### src/rtl/glrs_pkg.sv
`timescale 1ns / 1ps
`default_nettype none
// ----------------------------------------------------------------------------
// glrs_pkg
// Shared constants, codes and control/status types of the glyph span renderer.
// ----------------------------------------------------------------------------
package glrs_pkg;

    // Glyph geometry of the loaded font
    localparam int GLYPH_WIDTH  = 8;
    localparam int GLYPH_HEIGHT = 16;
    localparam int GLYPH_COUNT  = 128;
    localparam int ROW_BYTES    = 1;

    // Font store
    localparam int STORE_WIDTH = 8;
    localparam int STORE_DEPTH = 2048;
    localparam int STORE_AW    = $clog2(STORE_DEPTH);

    // Most spans per draw beat
    localparam int MAX_SPANS = 8;

    // Derived widths
    localparam int ROWB_W  = ROW_BYTES * 8;
    localparam int COL_W   = $clog2(GLYPH_WIDTH + 1);
    localparam int COL_N   = 1 << COL_W;
    localparam int SC_W    = COL_W + 4;
    localparam int RCNT_W  = $clog2(ROW_BYTES + 1);
    localparam int NCNT_W  = $clog2(MAX_SPANS + 1);
    localparam int FA_W    = 16;
    localparam int Y_W     = 18;
    localparam int CX_W    = 18;

    // Stream payload widths
    localparam int S_TDATA_W = 80;
    localparam int S_TUSER_W = 1;
    localparam int M_TDATA_W = 104;
    localparam int M_TUSER_W = 2;

    // Configuration port
    localparam int CFG_IDX_W  = 3;
    localparam int CFG_DATA_W = 32;

    localparam logic [CFG_IDX_W-1:0] CFG_SCALE       = 3'd0;
    localparam logic [CFG_IDX_W-1:0] CFG_FB_WIDTH    = 3'd1;
    localparam logic [CFG_IDX_W-1:0] CFG_FB_HEIGHT   = 3'd2;
    localparam logic [CFG_IDX_W-1:0] CFG_LINE_STRIDE = 3'd3;
    localparam logic [CFG_IDX_W-1:0] CFG_FG_COLOR    = 3'd4;
    localparam logic [CFG_IDX_W-1:0] CFG_BG_COLOR    = 3'd5;
    localparam logic [CFG_IDX_W-1:0] CFG_FB_PRESENT  = 3'd6;

    // Configuration reset values
    localparam logic [3:0]  RST_SCALE       = 4'd1;
    localparam logic [12:0] RST_FB_WIDTH    = 13'd640;
    localparam logic [12:0] RST_FB_HEIGHT   = 13'd480;
    localparam logic [13:0] RST_LINE_STRIDE = 14'd640;
    localparam logic [31:0] RST_FG_COLOR    = 32'hFFFF_FFFF;
    localparam logic [31:0] RST_BG_COLOR    = 32'h0000_0000;
    localparam logic        RST_FB_PRESENT  = 1'b1;

    // Input kinds
    localparam logic KIND_DRAW = 1'b0;
    localparam logic KIND_LOAD = 1'b1;

    // Output register source select
    localparam logic [1:0] SEL_SPAN   = 2'd0;
    localparam logic [1:0] SEL_EMPTY  = 2'd1;
    localparam logic [1:0] SEL_REJECT = 2'd2;

    // Controller to datapath commands
    typedef struct packed {
        logic       accept;
        logic       start;
        logic       fetch;
        logic       scan;
        logic       clip;
        logic       take;
        logic       push;
        logic       push_last;
        logic [1:0] push_sel;
    } cmd_t;

    // Datapath to controller status
    typedef struct packed {
        logic reject;
        logic fetch_done;
        logic line_ok;
        logic run_end;
        logic col_done;
        logic keep;
        logic room;
        logic pend_valid;
        logic out_free;
    } status_t;

endpackage
`default_nettype wire

### src/rtl/glrs_ctrl.sv
`timescale 1ns / 1ps
`default_nettype none
// ----------------------------------------------------------------------------
// glrs_ctrl
// Sequencer for one draw beat: fetch glyph row, scan runs, clip, emit spans.
// ----------------------------------------------------------------------------
module glrs_ctrl (
    input  wire logic              clk,
    input  wire logic              rst_n,
    input  wire logic              s_tvalid,
    input  wire logic              kind,
    output logic                   s_tready,
    input  wire glrs_pkg::status_t sts,
    output glrs_pkg::cmd_t         cmd
);

    localparam logic [2:0] ST_IDLE  = 3'd0;
    localparam logic [2:0] ST_REJ   = 3'd1;
    localparam logic [2:0] ST_ADDR  = 3'd2;
    localparam logic [2:0] ST_FETCH = 3'd3;
    localparam logic [2:0] ST_SCAN  = 3'd4;
    localparam logic [2:0] ST_CLIP  = 3'd5;
    localparam logic [2:0] ST_TRIM  = 3'd6;
    localparam logic [2:0] ST_FINAL = 3'd7;

    logic [2:0] state_reg;
    logic [2:0] state_next;

    // Decode commands and next state
    always_comb
    begin
        state_next = state_reg;
        cmd        = '0;
        cmd.push_sel = glrs_pkg::SEL_SPAN;
        s_tready   = 1'b0;
        unique case (state_reg)
            ST_IDLE:
            begin
                s_tready   = 1'b1;
                cmd.accept = s_tvalid;
                if (s_tvalid && (kind == glrs_pkg::KIND_DRAW))
                begin
                    state_next = sts.reject ? ST_REJ : ST_ADDR;
                end
            end
            ST_REJ:
            begin
                if (sts.out_free)
                begin
                    cmd.push      = 1'b1;
                    cmd.push_last = 1'b1;
                    cmd.push_sel  = glrs_pkg::SEL_REJECT;
                    state_next    = ST_IDLE;
                end
            end
            ST_ADDR:
            begin
                cmd.start  = 1'b1;
                state_next = ST_FETCH;
            end
            ST_FETCH:
            begin
                cmd.fetch = 1'b1;
                if (sts.fetch_done)
                begin
                    state_next = ST_SCAN;
                end
            end
            ST_SCAN:
            begin
                if (!sts.line_ok)
                begin
                    state_next = ST_FINAL;
                end
                else
                begin
                    cmd.scan = 1'b1;
                    if (sts.run_end)
                    begin
                        state_next = ST_CLIP;
                    end
                end
            end
            ST_CLIP:
            begin
                cmd.clip   = 1'b1;
                state_next = ST_TRIM;
            end
            ST_TRIM:
            begin
                // Hold while the previous span cannot move to the output
                if (sts.keep && sts.room && sts.pend_valid && !sts.out_free)
                begin
                    state_next = ST_TRIM;
                end
                else
                begin
                    if (sts.keep && sts.room)
                    begin
                        cmd.take     = 1'b1;
                        cmd.push     = sts.pend_valid;
                        cmd.push_sel = glrs_pkg::SEL_SPAN;
                    end
                    state_next = sts.col_done ? ST_FINAL : ST_SCAN;
                end
            end
            ST_FINAL:
            begin
                if (sts.out_free)
                begin
                    cmd.push      = 1'b1;
                    cmd.push_last = 1'b1;
                    cmd.push_sel  = sts.pend_valid ? glrs_pkg::SEL_SPAN
                                                   : glrs_pkg::SEL_EMPTY;
                    state_next    = ST_IDLE;
                end
            end
            default:
            begin
                state_next = ST_IDLE;
            end
        endcase
    end

    // Advance state
    always_ff @(posedge clk or negedge rst_n)
    begin
        if (!rst_n)
        begin
            state_reg <= ST_IDLE;
        end
        else
        begin
            state_reg <= state_next;
        end
    end

endmodule
`default_nettype wire

### config.mk
export PLATFORM = sky130hd
export DESIGN_NAME = glrs_ctrl
export DESIGN_NICKNAME = d
export VERILOG_FILES = /design/src/rtl/glrs_pkg.sv /design/src/rtl/glrs_ctrl.sv
export SDC_FILE = /design/constraint.sdc
export NUM_CORES = 1
export LEC_CHECK = 0
export BUFFER_PORTS_ARGS = -buffer_cell sky130_fd_sc_hd__buf_2
export CORE_AREA = 2 2 39 41
export DETAILED_ROUTE_END_ITERATION = 16
export DIE_AREA = 0 0 41 43
export SLEW_MARGIN = 0
export SYNTH_ARGS = -nofsm -noshare
export SYNTH_HDL_FRONTEND = slang
export SYNTH_SLANG_ARGS = --single-unit
### constraint.sdc
create_clock -name clk -period 4.35 [get_ports clk]
set_input_delay 0.435 -clock clk [delete_from_list [all_inputs] [get_ports clk]]
set_output_delay 0.435 -clock clk [all_outputs]
set_load 0.02 [all_outputs]
---- Word level (Yosys, flattened, before mapping) ----
Cells that the tools add are included.
word-level totals
  input port bits ......................... 13
  output and inout bits ................... 11
  flip-flop bits (word level) ............. 3
  logic and storage cells ................. 46
operators by class
  bitwise logic cells ..................... 1
  reduce and logical (&&, ||, !) cells .... 8
  eq/ne operators ......................... 11
  muxes and demuxes ....................... 25
operator list
  kind                                                                   count
  3-bit case mux with 7 select lines                                     1
  3-bit two-way mux                                                      5
  3-bit equality test, second input constant                             4
  2-bit two-way mux                                                      5
  1-bit two-way mux                                                      9
  4-bit two-way mux                                                      2
  3-bit by 2-bit equality test with 1-bit output, second input constant  2
  1-bit logical AND                                                      4
  2-bit != test, second input constant                                   2
  2-bit case mux with 2 select lines                                     1
  4-bit AND reduction                                                    1
  3-bit by 1-bit equality test with 1-bit output, second input constant  1
  3-bit logical NOT                                                      1
  3-bit != test, second input constant                                   1
  1-bit case mux with 3 select lines                                     1
  2-bit by 1-bit != test with 1-bit output, second input constant        1
  1-bit case mux with 2 select lines                                     1
  2-bit OR reduction                                                     1
  1-bit logical NOT                                                      1
  1-bit NOT                                                              1

---- Depth between registers and ports, before layout ----
  depth in word-level cells ............... 5
  gate-level depth with buffers ........... 5
  mapped depth without buffers ............ 4

---- Worst setup path after synthesis ----
No wires, ideal clock.
  path kind ............................... reg2out
  start ................................... register state_reg[2]
  end ..................................... output cmd[4] (netlist bit)
  arrival ................................. 1801 ps
  stages on the path, launching flop included .. 4
  buffers on the path ..................... 1
  path slack .............................. 2114 ps
  cell sequence ........................... dfrtp_1 > buf_2 > nand2_1 > a2111oi_0
RTL lines
  what                      line              text
  start: declaration        glrs_ctrl.sv:26   logic [2:0] state_reg;
  start signal: assignment  glrs_ctrl.sv:134  state_reg <= state_next;
  end: declaration          glrs_ctrl.sv:14   output glrs_pkg::cmd_t cmd

==> metrics.md <==
| Metric | Value |
|---|---|
| Status | `complete, no violations` |
| CTS Hold Bufs | `1` |
| Grt total ovfl | `0` |
| Antenna Diode Count | `0` |
| Slowest-stage cell, CP | `dfrtp_1` |
| Width of the die | `41 um` |
| Via density | `5.01` |
| Drt pass-1 iters | `4` |
| Share of cells above drive strength 1 | `between 40% and 50%` |
| Syn Nets | `58` |
| Clock sink count | `3` |
| Initial Util | `25.7%` |
| RSZ-0062 raised after global routing | `no` |
| Fill count | `161` |
| Netlist cell types | `29` |
| Drt wl/cell | `around 11 um` |
| Placed Instance Area | `469 um^2` |
| H-tree lvl count | `1` |
| Setup TNS | `0 ns` |
| # Post-CTS Setup Buffers | `0` |
| PortBufs | `23` |
| First-pass GRT wire length | `1410 um` |
| Post-Route WL | `961 um` |
| Hold Fails Final Rpt | `0` |
| Min Clock Period, post-route | `2.11 ns` |
| Worst path arrival time | `1.68 ns` |
| Final setup vio count | `0` |
| PostCTS Resize Cnt | `0` |
| Clock Latency Late Sink | `0.24 ns` |
| Final setup margin | `2.24 ns` |
| Via count | `431` |
| Peak Freq | `474 MHz` |
| R2R setup slack | `2.60 ns` |
| CTS max path bufs | `2` |
| Final Power | `between 0.3 and 0.4 mW` |
| Core Rows | `14` |
| Cell count after synthesis | `45` |
| Delay-heaviest family, CP | `flip-flops` |
| Routability cong. | `0.728` |
| Slew @ Worst Pin | `0.463 ns` |
| Syn avg cell area | `~8 um^2` |
| Antenna-violating nets left | `0` |
| Clock-pin slew on the worst setup and hold paths | `about 0.04 ns` |
| CP Cell Sequence | `nand2_1 > or3_1 > a21oi_1 > buf_2` |
| Post-detail-place hpwl | `roughly 730 um` |
| R2R cell count | `4` |
| Hold WC Path Type | `input port to flop` |
| Buf+Inv Stages, Crit Path | `1` |
| Fin cells | `86` |
| Crit Path Max Fanout | `15` |
| Synth warn | `0` |
| Area occupied by multi-input gates | `248 um^2` |
| Register area | `between 70 and 80 um^2` |
| # IOs | `24` |
| Layout area overhead | `42.3%` |
| Core area | `roughly 1400 um^2` |
| Total Die Area | `1760 um^2` |
| DIE HEIGHT | `roughly 43 um` |
| Crit. End Element | `primary output` |
| Initial antenna violation count | `0` |
| CP required | `around 3.9 ns` |
| CP Class | `flop to primary output` |
| VDD IR max | `0.226 mV` |
| Sequential fraction of the synthesis area | `21.1%` |
| Max FFs per register | `3` |
| Synthesized flop and latch total | `3` |
| Reg-to-Reg Start | `state_reg[2]` |
| 1st-iter DRT viols | `8` |
| Critical Path Source Type | `flop` |
| R2R Path End | `state_reg[0]` |
| GRT Resource Usage Total | `12.3%` |
| Cell area after layout | `505 um^2` |
| Core Util, Final | `36.5%` |
| Worst hold start | `sts[7]` |
| Max stage delay on crit path | `0.60 ns` |
| Hold_ws | `0.471 ns` |
| Largest net degree at the start of global routing | `17` |
| Worst Hold Path Cells | `2` |
| CTS Root Cell | `clkbuf_4` |
| Leak | `0.257 nW` |
| CTS tree | `yes` |
| PD cells | `706 nW/um^2` |
| Slew Viols, Final | `0` |
| TritonCTS buffer count | `3` |
| DRC Markers | `0` |
| Number of global-route vias before repair | `between 300 and 400` |
| Cell Area, Synth | `355 um^2` |
| Worst clock skew | `0.00243 ns` |
| Maxcap violations | `0` |
| Fin crit share | `48.5%` |
| Worst slew margin | `69.2%` |
| Setup WS pre-CTS | `2.49 ns` |
| Nets@finish | `84` |
| Min-Delay Endpoint | `state_reg[2]` |
| Placed Cells | `about 80` |
[metal layers]
| metal | wire, um | track usage [%] | vias up |
|---|---|---|---|
| met5 | 0 | 0 | - |
| met4 | 27 | 10.0 | 0 |
| met3 | 54 | 3.14 | 4 |
| met2 | 458 | 17.5 | 12 |
| met1 | 420 | 14.8 | 194 |
| li1 | - | - | 221 |
[power breakdown]
group,switching [mW],internal [mW],total [mW]
clock,0.0163,0.0345,0.0508
combinational,0.109,0.101,0.211
sequential,0.0529,0.0424,0.0953
total,0.179,0.178,0.357
[how the worst max path moves through the flow]
stage,from,end,slack [ns],cells after the start
after floorplan,state_reg[2],cmd[4],2.11,3
after global placement,state_reg[2],cmd[3],2.53,4
after detailed placement,state_reg[2],cmd[3],2.49,4
after CTS,state_reg[2],cmd[3],2.23,4
after global routing,state_reg[2],cmd[3],2.13,4
final,state_reg[2],cmd[3],2.24,4
[cell usage in the layout, fill, tap and decap left out, types with 2 or more instances in the layout]
cell type / n
buf_2: 23
nand2_1: 5
nor2_1: 5
inv_1: 3
nor3_1: 3
clkbuf_4: 3
dfrtp_1: 3
or3_1: 2
[synth_stat cells, drive strengths merged]
| master | instances | share of area (%) |
|---|---|---|
| a2111oi | 1 | 2.5 |
| a21oi | 1 | 1.4 |
| a22o | 1 | 2.5 |
| a2bb2oi | 1 | 2.5 |
| a32oi | 1 | 2.5 |
| and2 | 1 | 1.8 |
| and3 | 1 | 1.8 |
| and3b | 1 | 2.5 |
| buf | 3 | 6.0 |
| dfrtp | 3 | 21 |
| inv | 3 | 3.2 |
| mux2 | 1 | 4.2 |
| nand2 | 5 | 5.3 |
| nand2b | 1 | 1.8 |
| nand3 | 1 | 1.4 |
| nand4b | 1 | 2.5 |
| nor2 | 5 | 5.3 |
| nor3 | 3 | 4.2 |
| nor3b | 1 | 2.1 |
| nor4b | 1 | 2.5 |
| o221a | 1 | 3.2 |
| o221ai | 2 | 6.7 |
| o22ai | 1 | 1.8 |
| o31a | 1 | 2.5 |
| or3 | 2 | 3.5 |
| or4 | 1 | 3.2 |
| xnor2 | 1 | 2.5 |
[cell families after synthesis]
kind of cell / synth area share [%]
buffers and inverters: 9.15
AO/OA/AOI/OAI: 25.4
AND/OR/NAND/NOR: 37.7
XOR/XNOR: 2.47
multiplexers: 4.22
flip-flops: 21.1
[cell type report]
cell class / instances / area share (%)
Multi-Input combinational cell: 36 / 49.0
Timing Repair Buffer: 24 / 24.8
Sequential cell: 3 / 14.9
Clock buffer: 4 / 5.20
Tap cell: 16 / 3.96
Inverter: 3 / 2.23
Note: power is estimated with default switching activity, not from simulation.
